File: src/design/speed_ramp_with_overcurrent_trip_defines.svh
// Assertion macros used by the speed ramp top level.
// Each macro expects signals named clock and reset in the including scope.
`ifndef SPEED_RAMP_WITH_OVERCURRENT_TRIP_DEFINES_SVH
`define SPEED_RAMP_WITH_OVERCURRENT_TRIP_DEFINES_SVH

// Consequent checked in the same cycle as the antecedent.
`define SROT_ASSERT_NOW(label, ante, cons, msg) \
   label: assert property (@(posedge clock) disable iff (reset) (ante) |-> (cons)) \
      else $error(msg);

// Consequent checked in the cycle after the antecedent.
`define SROT_ASSERT_NEXT(label, ante, cons, msg) \
   label: assert property (@(posedge clock) disable iff (reset) (ante) |=> (cons)) \
      else $error(msg);

`endif

File: src/design/srot_pkg.sv
// Types, codes, reset values and helper functions for the speed ramp block.
// No dependencies; imported by every module of the block.
package srot_pkg;

   localparam int SPD_W = 12;
   localparam int REQ_SPEED_W = 11;
   localparam int THRESH_W = 12;
   localparam int BLANK_W = 16;
   localparam int PERIOD_W = 8;
   localparam int DAC_W = 8;
   localparam int OUT_SPEED_W = 9;
   localparam int CSR_INDEX_W = 2;

   localparam logic [THRESH_W-1:0] THRESH_RESET = THRESH_W'(1000);
   localparam logic [BLANK_W-1:0] BLANK_RESET = BLANK_W'(5000);
   localparam logic [PERIOD_W-1:0] PERIOD_RESET = PERIOD_W'(20);
   localparam logic [DAC_W-1:0] DAC_FULL = '1;
   localparam logic [BLANK_W-1:0] UPTIME_FULL = '1;

   typedef logic signed [SPD_W-1:0] speed_type;

   typedef enum logic [2:0] {
      OP_TICK = 3'd0,
      OP_SET_TARGET = 3'd1,
      OP_REVERSE = 3'd2,
      OP_STOP = 3'd3,
      OP_CLEAR_FAULT = 3'd4
   } opcode_type;

   typedef enum logic [CSR_INDEX_W-1:0] {
      CSR_TRIP_THRESHOLD = 2'd0,
      CSR_BLANKING_TICKS = 2'd1,
      CSR_RAMP_PERIOD = 2'd2
   } csr_index_type;

   typedef struct packed {
      logic [THRESH_W-1:0] trip_threshold;
      logic [BLANK_W-1:0] blanking_ticks;
      logic [PERIOD_W-1:0] ramp_period;
   } cfg_type;

   typedef struct packed {
      speed_type speed_now;
      speed_type speed_goal;
      logic relay_state;
      logic [DAC_W-1:0] dac_state;
      logic supply_on;
      logic [BLANK_W-1:0] uptime_count;
      logic [PERIOD_W-1:0] ramp_divider;
   } state_type;

   typedef struct packed {
      opcode_type opcode;
      logic signed [REQ_SPEED_W-1:0] speed_value;
      logic reverse_flag;
   } item_type;

   // Packed so that the first field sits in the highest bits.
   typedef struct packed {
      logic fault_tripped;
      logic command_rejected;
      logic enabled;
      logic signed [OUT_SPEED_W-1:0] target_speed;
      logic signed [OUT_SPEED_W-1:0] actual_speed;
      logic relay_drive;
      logic [DAC_W-1:0] dac_level;
   } result_type;

   localparam int RESULT_W = $bits(result_type);

   function automatic speed_type magnitude(input speed_type v);
      return (v < 0) ? -v : v;
   endfunction

   function automatic logic [DAC_W-1:0] dac_of(input speed_type v);
      speed_type m;
      m = magnitude(v);
      return (m > speed_type'(DAC_FULL)) ? DAC_FULL : m[DAC_W-1:0];
   endfunction

endpackage

File: src/design/srot_csr.sv
// Configuration registers of the speed ramp block.
// Depends on srot_pkg for the register layout, indexes and reset values.
module srot_csr (
   input  logic clock,
   input  logic reset,
   input  logic csr_valid,
   output logic csr_ready,
   input  logic [srot_pkg::CSR_INDEX_W-1:0] csr_index,
   input  logic [srot_pkg::BLANK_W-1:0] csr_data,
   output srot_pkg::cfg_type cfg
);
   import srot_pkg::*;

   cfg_type cfg_ff;
   cfg_type cfg_in;

   assign csr_ready = 1'b1;
   assign cfg = cfg_ff;

   always_comb begin
      cfg_in = cfg_ff;
      if (csr_valid) begin
         unique case (csr_index_type'(csr_index))
            CSR_TRIP_THRESHOLD: cfg_in.trip_threshold = csr_data[THRESH_W-1:0];
            CSR_BLANKING_TICKS: cfg_in.blanking_ticks = csr_data[BLANK_W-1:0];
            CSR_RAMP_PERIOD: cfg_in.ramp_period = csr_data[PERIOD_W-1:0];
            default: cfg_in = cfg_ff;
         endcase
      end
   end

   always_ff @(posedge clock) begin
      if (reset) begin
         cfg_ff.trip_threshold <= THRESH_RESET;
         cfg_ff.blanking_ticks <= BLANK_RESET;
         cfg_ff.ramp_period <= PERIOD_RESET;
      end else begin
         cfg_ff <= cfg_in;
      end
   end

endmodule

File: src/design/srot_step.sv
// Next-state and result logic for one transaction of the speed ramp block.
// Depends on srot_pkg for the state, item, configuration and result types.
module srot_step #(
   parameter int SPEED_MAX = 255,
   parameter int SENSE_BITS = 12
) (
   input  srot_pkg::state_type state,
   input  srot_pkg::cfg_type cfg,
   input  srot_pkg::item_type item,
   input  logic [SENSE_BITS-1:0] sense_sample,
   output srot_pkg::state_type state_next,
   output srot_pkg::result_type result
);
   import srot_pkg::*;

   localparam int CMP_W = (SENSE_BITS > THRESH_W) ? SENSE_BITS : THRESH_W;
   localparam int LIM_W = 14;
   localparam logic signed [LIM_W-1:0] LIMIT_HI = LIM_W'(SPEED_MAX);
   localparam logic signed [LIM_W-1:0] LIMIT_LO = -LIM_W'(SPEED_MAX);

   always_comb begin
      state_type s;
      logic rejected;
      logic tripped;
      logic [PERIOD_W-1:0] div_inc;
      logic signed [LIM_W-1:0] req_wide;

      s = state;
      rejected = 1'b0;
      tripped = 1'b0;
      div_inc = state.ramp_divider + PERIOD_W'(1);
      req_wide = LIM_W'(item.speed_value);

      unique case (item.opcode)
         OP_TICK: begin
            if (s.uptime_count != UPTIME_FULL) begin
               s.uptime_count = s.uptime_count + BLANK_W'(1);
            end
            if ((s.uptime_count > cfg.blanking_ticks) &&
                (CMP_W'(sense_sample) > CMP_W'(cfg.trip_threshold))) begin
               s.dac_state = '0;
               s.speed_now = '0;
               s.speed_goal = '0;
               s.relay_state = 1'b1;
               s.supply_on = 1'b0;
               tripped = 1'b1;
            end
            if (div_inc >= cfg.ramp_period) begin
               s.ramp_divider = '0;
               if (s.supply_on && (s.speed_now != s.speed_goal)) begin
                  if (s.speed_now > s.speed_goal) begin
                     s.speed_now = s.speed_now - speed_type'(1);
                  end else begin
                     s.speed_now = s.speed_now + speed_type'(1);
                  end
                  s.relay_state = ~s.speed_now[SPD_W-1];
                  s.dac_state = dac_of(s.speed_now);
               end
            end else begin
               s.ramp_divider = div_inc;
            end
         end
         OP_SET_TARGET: begin
            if (s.supply_on && (req_wide <= LIMIT_HI) && (req_wide >= LIMIT_LO)) begin
               s.speed_goal = SPD_W'(item.speed_value);
            end else begin
               rejected = 1'b1;
            end
         end
         OP_REVERSE: begin
            s.relay_state = ~item.reverse_flag;
            if (item.reverse_flag) begin
               s.speed_now = -magnitude(s.speed_now);
               s.speed_goal = -magnitude(s.speed_goal);
            end else begin
               s.speed_now = magnitude(s.speed_now);
               s.speed_goal = magnitude(s.speed_goal);
            end
         end
         OP_STOP: begin
            s.dac_state = '0;
            s.speed_now = '0;
            s.speed_goal = '0;
            s.relay_state = 1'b1;
         end
         OP_CLEAR_FAULT: begin
            s.supply_on = 1'b1;
         end
         default: begin
            s = state;
         end
      endcase

      state_next = s;
      result.dac_level = s.dac_state;
      result.relay_drive = s.relay_state;
      result.actual_speed = s.speed_now[OUT_SPEED_W-1:0];
      result.target_speed = s.speed_goal[OUT_SPEED_W-1:0];
      result.enabled = s.supply_on;
      result.command_rejected = rejected;
      result.fault_tripped = tripped;
   end

endmodule

File: src/design/speed_ramp_with_overcurrent_trip.sv
// Top level of the signed speed ramp with overcurrent trip.
// Depends on srot_pkg, srot_csr, srot_step and the assertion macro header.
//
// Usage:
//   req channel: one transaction per tick or command. req_tuser carries the opcode,
//   req_tdata the speed value, reverse flag and current-sense sample.
//   rsp channel: exactly one result transaction per request, in order, carrying
//   the converter level, relay, both speeds, enable and the two event flags.
//   csr channel: writes the trip threshold, blanking time and ramp period; it is
//   always ready and should be used only while no request is in flight.
// Path: an accepted request sits in the input register, the step logic writes the
//   result register from it, and the result is held there until the receiver takes it.
// Throughput: one transaction per cycle while rsp_tready stays high; the state registers update
//   once per transaction in a single pass.
// Reset: supply enabled, speeds zero, relay forward, converter level zero, uptime
//   and divider zero, registers at their default values; both channels empty.
// Stall: when rsp_tready is low the result holds and the input register fills;
//   after that req_tready drops until the receiver takes the result.
`include "speed_ramp_with_overcurrent_trip_defines.svh"

module speed_ramp_with_overcurrent_trip #(
   parameter int SPEED_MAX = 255,
   parameter int SENSE_BITS = 12,
   localparam int REQ_DATA_W = ((srot_pkg::REQ_SPEED_W + 1 + SENSE_BITS + 7) / 8) * 8
) (
   input  logic clock,
   input  logic reset,
   input  logic req_tvalid,
   output logic req_tready,
   // speed_value[10:0], reverse_flag, sense_sample, zero fill
   input  logic [REQ_DATA_W-1:0] req_tdata,
   // opcode[2:0]
   input  logic [2:0] req_tuser,
   output logic rsp_tvalid,
   input  logic rsp_tready,
   // dac_level[7:0], relay_drive, actual_speed[8:0], target_speed[8:0],
   // enabled, command_rejected, fault_tripped, zero fill
   output logic [31:0] rsp_tdata,
   input  logic csr_valid,
   output logic csr_ready,
   input  logic [srot_pkg::CSR_INDEX_W-1:0] csr_index,
   input  logic [srot_pkg::BLANK_W-1:0] csr_data
);
   import srot_pkg::*;

   localparam int SAMPLE_LSB = REQ_SPEED_W + 1;

   cfg_type cfg;
   item_type item_ff;
   item_type item_in;
   logic [SENSE_BITS-1:0] sample_ff;
   logic in_valid_ff;
   state_type state_ff;
   state_type state_in;
   result_type result_ff;
   result_type result_in;
   logic out_valid_ff;
   logic step_fire;
   logic dac_matches;
   logic trip_shown;
   logic held_off;

   srot_csr u_csr (
      .clock(clock),
      .reset(reset),
      .csr_valid(csr_valid),
      .csr_ready(csr_ready),
      .csr_index(csr_index),
      .csr_data(csr_data),
      .cfg(cfg)
   );

   srot_step #(
      .SPEED_MAX(SPEED_MAX),
      .SENSE_BITS(SENSE_BITS)
   ) u_step (
      .state(state_ff),
      .cfg(cfg),
      .item(item_ff),
      .sense_sample(sample_ff),
      .state_next(state_in),
      .result(result_in)
   );

   assign step_fire = in_valid_ff && (!out_valid_ff || rsp_tready);
   assign req_tready = !in_valid_ff || step_fire;

   assign item_in.opcode = opcode_type'(req_tuser);
   assign item_in.speed_value = req_tdata[REQ_SPEED_W-1:0];
   assign item_in.reverse_flag = req_tdata[REQ_SPEED_W];

   assign rsp_tvalid = out_valid_ff;
   assign rsp_tdata = {(32 - RESULT_W)'(0), result_ff};

   always_ff @(posedge clock) begin
      if (reset) begin
         in_valid_ff <= 1'b0;
      end else if (req_tvalid && req_tready) begin
         in_valid_ff <= 1'b1;
      end else if (step_fire) begin
         in_valid_ff <= 1'b0;
      end
   end

   always_ff @(posedge clock) begin
      if (req_tvalid && req_tready) begin
         item_ff <= item_in;
         sample_ff <= req_tdata[SAMPLE_LSB +: SENSE_BITS];
      end
   end

   always_ff @(posedge clock) begin
      if (reset) begin
         state_ff.speed_now <= '0;
         state_ff.speed_goal <= '0;
         state_ff.relay_state <= 1'b1;
         state_ff.dac_state <= '0;
         state_ff.supply_on <= 1'b1;
         state_ff.uptime_count <= '0;
         state_ff.ramp_divider <= '0;
      end else if (step_fire) begin
         state_ff <= state_in;
      end
   end

   always_ff @(posedge clock) begin
      if (reset) begin
         out_valid_ff <= 1'b0;
      end else if (step_fire) begin
         out_valid_ff <= 1'b1;
      end else if (rsp_tready) begin
         out_valid_ff <= 1'b0;
      end
   end

   always_ff @(posedge clock) begin
      if (step_fire) begin
         result_ff <= result_in;
      end
   end

   assign dac_matches = (state_ff.dac_state == dac_of(state_ff.speed_now));
   assign trip_shown = !result_ff.enabled && (result_ff.dac_level == '0) &&
      (result_ff.actual_speed == '0);
   assign held_off = step_fire && !state_ff.supply_on && (item_ff.opcode != OP_CLEAR_FAULT);

   `SROT_ASSERT_NOW(a_dac_tracks_speed, 1'b1, dac_matches, "Converter level off speed.")
   `SROT_ASSERT_NOW(a_trip_halts, out_valid_ff && result_ff.fault_tripped, trip_shown, "Trip not halted.")
   `SROT_ASSERT_NOW(a_flags_exclusive, out_valid_ff, !(result_ff.fault_tripped && result_ff.command_rejected), "Two flags.")
   `SROT_ASSERT_NEXT(a_enable_only_by_clear, held_off, !state_ff.supply_on, "Enabled without clear.")
   `SROT_ASSERT_NEXT(a_no_input_overwrite, in_valid_ff && !step_fire, in_valid_ff && $stable(item_ff), "Input lost.")

endmodule

File: config.mk
export PLATFORM = sky130hd
export DESIGN_NAME = speed_ramp_with_overcurrent_trip
export DESIGN_NICKNAME = d
export VERILOG_FILES = /design/src/design/srot_pkg.sv /design/src/design/srot_csr.sv /design/src/design/srot_step.sv /design/src/design/speed_ramp_with_overcurrent_trip.sv
export VERILOG_INCLUDE_DIRS = /design/src /design/src/design
export SDC_FILE = /design/constraint.sdc
export NUM_CORES = 1
export LEC_CHECK = 0
export BUFFER_PORTS_ARGS = -buffer_cell sky130_fd_sc_hd__buf_4
export CORE_ASPECT_RATIO = 0.8
export CORE_MARGIN = 2
export CORE_UTILIZATION = 45
export DETAILED_ROUTE_END_ITERATION = 7
export PLACE_DENSITY_LB_ADDON = 0.15
export SLEW_MARGIN = 0
export SYNTH_ARGS = -nofsm -noshare
export SYNTH_HDL_FRONTEND = slang
export SYNTH_SLANG_ARGS = --single-unit
File: constraint.sdc
create_clock -name clock -period 19.2 [get_ports clock]
set_input_delay 2.88 -clock clock [delete_from_list [all_inputs] [get_ports clock]]
set_output_delay 2.88 -clock clock [all_outputs]
set_load 0.02 [all_outputs]
==> results.sh, run 1 <==
export IMPL_initial_utilization_pct=46.0
export IMPL_cts_sinks=153
export IMPL_post_cts_resized=0
export IMPL_status="finished with violations"
export IMPL_hold_viol_final=0
export IMPL_drt_pass1_iterations=7
export IMPL_path_class="flop to flop"
export IMPL_dieWidth_um=167
export IMPL_critPathArrivalTime_ns=9.72
export IMPL_fin_ws_ns=9.65
export IMPL_wire_per_inst_um=17.7
export IMPL_violations="design-rule violations"
export IMPL_io_pins=85
export IMPL_wirelength_um=26100
export IMPL_grt_max_degree=62
export IMPL_worstPathRequired_ns=19.38
export IMPL_power_density_nw_per_um2=83.1
export IMPL_ys_seq_area_share_pct=37.9
export IMPL_numCtsBuffers=17
export IMPL_antenna_found_initial=0
export IMPL_detail_route_antenna_nets=0
export IMPL_final_nets=1308
export IMPL_max_freq_mhz=105
export IMPL_final_common_cell="nand2_1"
export IMPL_drive_gt1_share_pct=12.1
export IMPL_rows=47
export IMPL_via_count=8338
export IMPL_syn_area_um2=9580
export IMPL_finalSetupTns_ns=0
export IMPL_syn_inst=1136
export IMPL_drc=9
export IMPL_cts_buffer_depth=2
export IMPL_finalMaxSlewViolations=0
export IMPL_cp_slowest_cell="nand2_2"
export IMPL_core_area_um2=20800
export IMPL_htreeDepth=4
export IMPL_dieArea_um2=22500
export IMPL_rsz0062_at_grt="false"
export IMPL_overflow=0
export IMPL_final_cell_mix="nand2_1, nor2_1, a21oi_1, dfxtp_1, buf_4"
export IMPL_yosys_warnings=0
export IMPL_p_leak_uw=0.00459
export IMPL_grt_pass1_vias=7639
export IMPL_worst_pin_slew_ns=1.08
export IMPL_yosysTopAreaCell="dfxtp_1"
export IMPL_viasPerCell=5.65
export IMPL_setup_worst_path_start_class="flop"
export IMPL_cts_hold_fix_buffers=0
export IMPL_placed_area_um2=10400
export IMPL_ys_seq_elements=153
export IMPL_synth_area_leaders="dfxtp_1, edfxtp_1, ha_1, nand2_1, a21oi_1"
export IMPL_fin_crit_ns=9.55
export IMPL_portBuffers=81
export IMPL_ys_async_sr_fraction_pct=0
export IMPL_cp_max_fo=36
export IMPL_dp_hpwl_um=18900
export IMPL_synth_flop_cell="dfxtp_1"
export IMPL_clkTransAtPathRegs_ns=0.07
export IMPL_yosysUniqueCellTypes=79
export IMPL_grt_first_pass_wirelength_um=41800
export IMPL_cap_viol_max_count=0
export IMPL_post_cts_setup_buffers=0
export IMPL_setup_viol=0
export IMPL_avgSynthCellArea_um2=8.44
export IMPL_relSlewSlack_pct=27.8
export IMPL_drtIter0Drc=846
export IMPL_skew_ns=0.0156
export IMPL_grt_usage_pct=23.6
export IMPL_cpPeakStageDelay_ns=0.60
export IMPL_hold_path_class="flop to flop"
export IMPL_nFillCells=1972
export IMPL_peakVddDrop_mv=0.0453
export IMPL_die_h_um=135
export IMPL_crit_path_end_kind="flop"
export IMPL_final_cell_area_um2=11000
export IMPL_antenna_cells=0
export IMPL_cts_tree="built"
export IMPL_clk_latency_ns=0.43
export IMPL_synth_edf_count=57
export IMPL_area_growth_pct=14.3
export IMPL_gp_congestion=0.929
export IMPL_cts_root_buf="clkbuf_16"
export IMPL_fin_crit_sh_pct=49.7
export IMPL_dp_slack_ns=9.79
export IMPL_netlist_area_leader_share_pct=20.1
worst max-delay path, delay by kind of cell (launching register included):
family / cells / cell delay [ns]
AND/OR/NAND/NOR: 13 / 3.26
flip-flops: 1 / 0.44
buffers and inverters: 2 / 0.37
AO/OA/AOI/OAI: 15 / 3.69
XOR/XNOR: 2 / 0.52
adder cells (fa/ha/maj): 3 / 1.01
cells by family (layout without fill, tap and decap cells):
family	Yosys count	count (layout)	synth area share (%)
muxes	18	18	1.91
and+or+nand+nor	421	421	20.4
buffers and inverters	115	185	4.75
DFF	153	153	37.9
adders and majority gates	64	64	8.43
other	2	3	0.0784
AOI/OAI and AO/OA	284	284	19.2
xor gates and xnor gates	79	79	7.30
state kept, by name, summed over array words and instances (netlist names):
signal / count
sample_ff: 12
item_ff: 15
rsp_tdata: 30
state_ff: 58
rsp_tvalid: 1
in_valid_ff: 1
u_csr.cfg: 36
power by group:
part           total [µW]  switching [µW]  internal [µW]
combinational         222             138           84.8
clock                 326             149            177
sequential            362            11.7            350
total                 910             298            612
cells in the mapped netlist, drive strengths merged (5+ instances only):
library cell  number
a21oi            104
nand3             27
ha                63
inv               59
and2              15
o21a               5
a22o               6
edfxtp            57
xnor2             41
a221o              5
a211oi            17
or3               13
dfxtp             96
nor2b             10
buf               14
nand2            158
a22oi              5
a221oi             6
o31ai              5
nand2b            14
mux2i             16
nor4               8
nor2             112
nor3              19
o21ai             64
a21o              11
and3              13
clkbuf            41
xor2              38
nand4             12
o211ai            10
nand3b             7
per-stage QoR:
| step | power [µW] | util (%) | hold WS [ns] | instances |
|---|---|---|---|---|
| global placement | 588 | 49.9 | 0.444 | 1444 |
| detailed placement | 588 | 49.9 | 0.447 | 1444 |
| floorplan | 527 | - | 0.436 | 1137 |
| CTS | 915 | 52.6 | 0.457 | 1476 |
| global route | 953 | 52.6 | 0.479 | 1476 |
| finish | 910 | 52.6 | 0.460 | 1476 |
area by class of cell:
cell class                      instances  area [µm²]  area share [%]
Clock buffer                           19         454            4.14
Timing Repair Buffer                   93         698            6.37
Sequential cell                       153        3630            33.2
Clock inverter                         13         106           0.971
Inverter                               60         225            2.06
Multi-Input combinational cell        869        5500            50.2
Tap cell                              269         337            3.07
worst paths after layout:
kind / startpoint / end / slack [ns] / cells after the start
worst max-delay path: state_ff[12] / rsp_tdata[2] / 9.65 / 35
worst min-delay path: u_csr.cfg[9] / u_csr.cfg[9] / 0.46 / 2
worst max register to register: state_ff[12] / rsp_tdata[2] / 9.65 / 35
worst min register to register: u_csr.cfg[9] / u_csr.cfg[9] / 0.46 / 2
metal layers:
layer,global-route usage [%],routed length [µm]
met5,0,0
met4,7.20,473
met3,4.87,1740
met2,33.5,10600
met1,35.7,13300
(Power assumes the default switching activity.)
==> run 2: changes to the inputs <==
==> constraint.sdc (replaced) <==
create_clock -name clock -period 8.1 [get_ports clock]
set_input_delay 1.215 -clock clock [delete_from_list [all_inputs] [get_ports clock]]
set_output_delay 1.215 -clock clock [all_outputs]
set_load 0.02 [all_outputs]
==> run 2 against run 1 <==
Global-route usage hardly changed. Sequential power is 140% higher. Power up 150%. Critical endpoint unchanged. The flow still finishes with violations (design-rule violations). Combinational power grew to 2.6 times the previous value. Via count is 1.1% higher. Register-to-register slack got worse by 9.3 ns. Critical path type unchanged. Clock power grew 150%. Highest routed layer unchanged. Utilization rose by 1.2 points. Fmax rose by 23%. Setup slack got worse by 9.3 ns. Die area did not move. Largest cell class unchanged. Sequential share of layout area is 0.75 points lower.
==> results.sh, run 2 (synthesis results as in run 1) <==
export IMPL_power_density_nw_per_um2=200
export IMPL_final_cell_area_um2=11200
export IMPL_grt_pass1_vias=7651
export IMPL_path_class="flop to flop"
export IMPL_p_leak_uw=0.00471
export IMPL_setup_viol=0
export IMPL_status="finished with violations"
export IMPL_detail_route_antenna_nets=0
export IMPL_die_h_um=135
export IMPL_grt_max_degree=71
export IMPL_cpPeakStageDelay_ns=0.39
export IMPL_r2r_start="state_ff[14]"
export IMPL_worst_path_buf_inv=4
export IMPL_critPathArrivalTime_ns=7.93
export IMPL_cap_viol_max_count=0
export IMPL_fin_hold_ws_ns=0.457
export IMPL_clkTransAtPathRegs_ns=0.07
export IMPL_final_common_cell="nand2_1"
export IMPL_final_cell_mix="nand2_1, nor2_1, buf_4, a21oi_1, dfxtp_1"
export IMPL_cts_buffer_depth=2
export IMPL_cp_slowest_cell="dfxtp_1"
export IMPL_drc=4
export IMPL_placed_cells_incl_taps=1456
export IMPL_cts_root_buf="clkbuf_16"
export IMPL_dieArea_um2=22500
export IMPL_dp_hpwl_um=18500
export IMPL_critical_path_top_delay_family="compound AO/OA/AOI/OAI gates"
export IMPL_fin_cells=1494
export IMPL_wirelength_um=26300
export IMPL_htreeDepth=4
export IMPL_wire_per_inst_um=17.6
export IMPL_placed_area_um2=10500
export IMPL_worst_pin_slew_ns=1.05
export IMPL_antenna_cells=0
export IMPL_worstPathRequired_ns=8.29
export IMPL_fin_crit_sh_pct=95.5
export IMPL_cp_max_fo=9
export IMPL_dieWidth_um=167
export IMPL_cts_sinks=153
export IMPL_relSlewSlack_pct=30.0
export IMPL_final_nets=1326
export IMPL_gp_congestion=0.975
export IMPL_largest_register="state_ff"
export IMPL_crit_start="state_ff[14]"
export IMPL_peakVddDrop_mv=0.171
export IMPL_clk_latency_ns=0.45
export IMPL_io_pins=85
export IMPL_max_freq_mhz=129
export IMPL_via_count=8433
export IMPL_area_growth_pct=17.0
export IMPL_fin_crit_ns=7.73
export IMPL_overflow=0
export IMPL_numCtsBuffers=17
export IMPL_grt_usage_pct=23.6
export IMPL_largest_reg_flops=58
export IMPL_initial_utilization_pct=46.0
export IMPL_hold_path_class="flop to flop"
export IMPL_viasPerCell=5.64
export IMPL_drtIter0Drc=873
export IMPL_hold_viol_final=0
export IMPL_cts_hold_fix_buffers=0
export IMPL_power_uw=2240
export IMPL_drive_gt1_share_pct=14.5
export IMPL_finalSetupTns_ns=0
export IMPL_finalMaxSlewViolations=0
export IMPL_crit_path_end_kind="flop"
export IMPL_grt_first_pass_wirelength_um=41600
export IMPL_drt_pass1_iterations=7
export IMPL_worstHoldStart="u_csr.cfg[23]"
export IMPL_antenna_found_initial=0
export IMPL_core_area_um2=20800
export IMPL_portBuffers=81
export IMPL_setup_worst_path_start_class="flop"
export IMPL_cts_tree="built"
export IMPL_rows=47
export IMPL_violations="design-rule violations"
export IMPL_skew_ns=0.0189
run 2: changes by cell type in the layout (fill, tap and decap cells not counted), sizes merged:
cell	previous run	this run
buf	93	110
clkinv	3	6
inv	69	66
clkbuf	19	20
clkinvlp	1	0
nand2	158	159
run 2: worst register-to-register path: cells and delay by family (launching register included):
family          cells  cell delay [ns]
xor+xnor            2             0.43
fa+ha+maj           3             0.91
flops               1             0.39
compound gates     13             2.65
buf+inv             4             0.69
simple gates       14             2.42
run 2: path summary, 6_finish.rpt:
path                                 endpoint  slack, ns  depth (start not counted)
worst max-delay path             rsp_tdata[2]       0.37                         36
worst max register to register   rsp_tdata[2]       0.37                         36
worst min-delay path            u_csr.cfg[23]       0.46                          2
worst min register to register  u_csr.cfg[23]       0.46                          2
run 2: repair_timing:
action,in CTS,in global routing
endpoints found under the setup margin,1,17
buffers inserted,0,5
gates resized for setup,1,13
pin swaps,0,5
cloned,0,1
run 2: stage by stage:
step	util, %	setup WS, ns
2_1_floorplan	-	0.0401
3_3_place_gp	50.4	0.254
3_5_place_dp	50.4	0.0311
4_1_cts	53.3	0.0871
5_1_grt	53.9	-0.0916
6_report	53.9	0.365
run 2: power by group:
group	leakage, µW	internal, µW	switching (µW)	total [µW]
clock network	0.000296	445	359	804
logic	0.00308	235	341	576
registers	0.00133	831	27.8	859
total	0.00471	1510	728	2240
run 2: layer usage:
| metal | GRT usage, % | up-vias | part of all wire [%] | routed length [µm] |
|---|---|---|---|---|
| met1 | 35.6 | 3935 | 50 | 13300 |
| met2 | 34.3 | 279 | 42 | 11000 |
| met5 | 0 | - | 0 | 0 |
| met3 | 4.95 | 25 | 6.6 | 1730 |
| met4 | 5.75 | 0 | 1.0 | 271 |
| li1 | - | 4194 | - | - |
run 2: area by class of cell:
type                            instances  area (µm²)
Clock buffer                           20         489
Tap cell                              269         337
Fill cell                            1913        9600
Inverter                               60         225
Sequential cell                       153        3630
Timing Repair Buffer                  110         838
Clock inverter                         12         100
Multi-Input combinational cell        870        5590
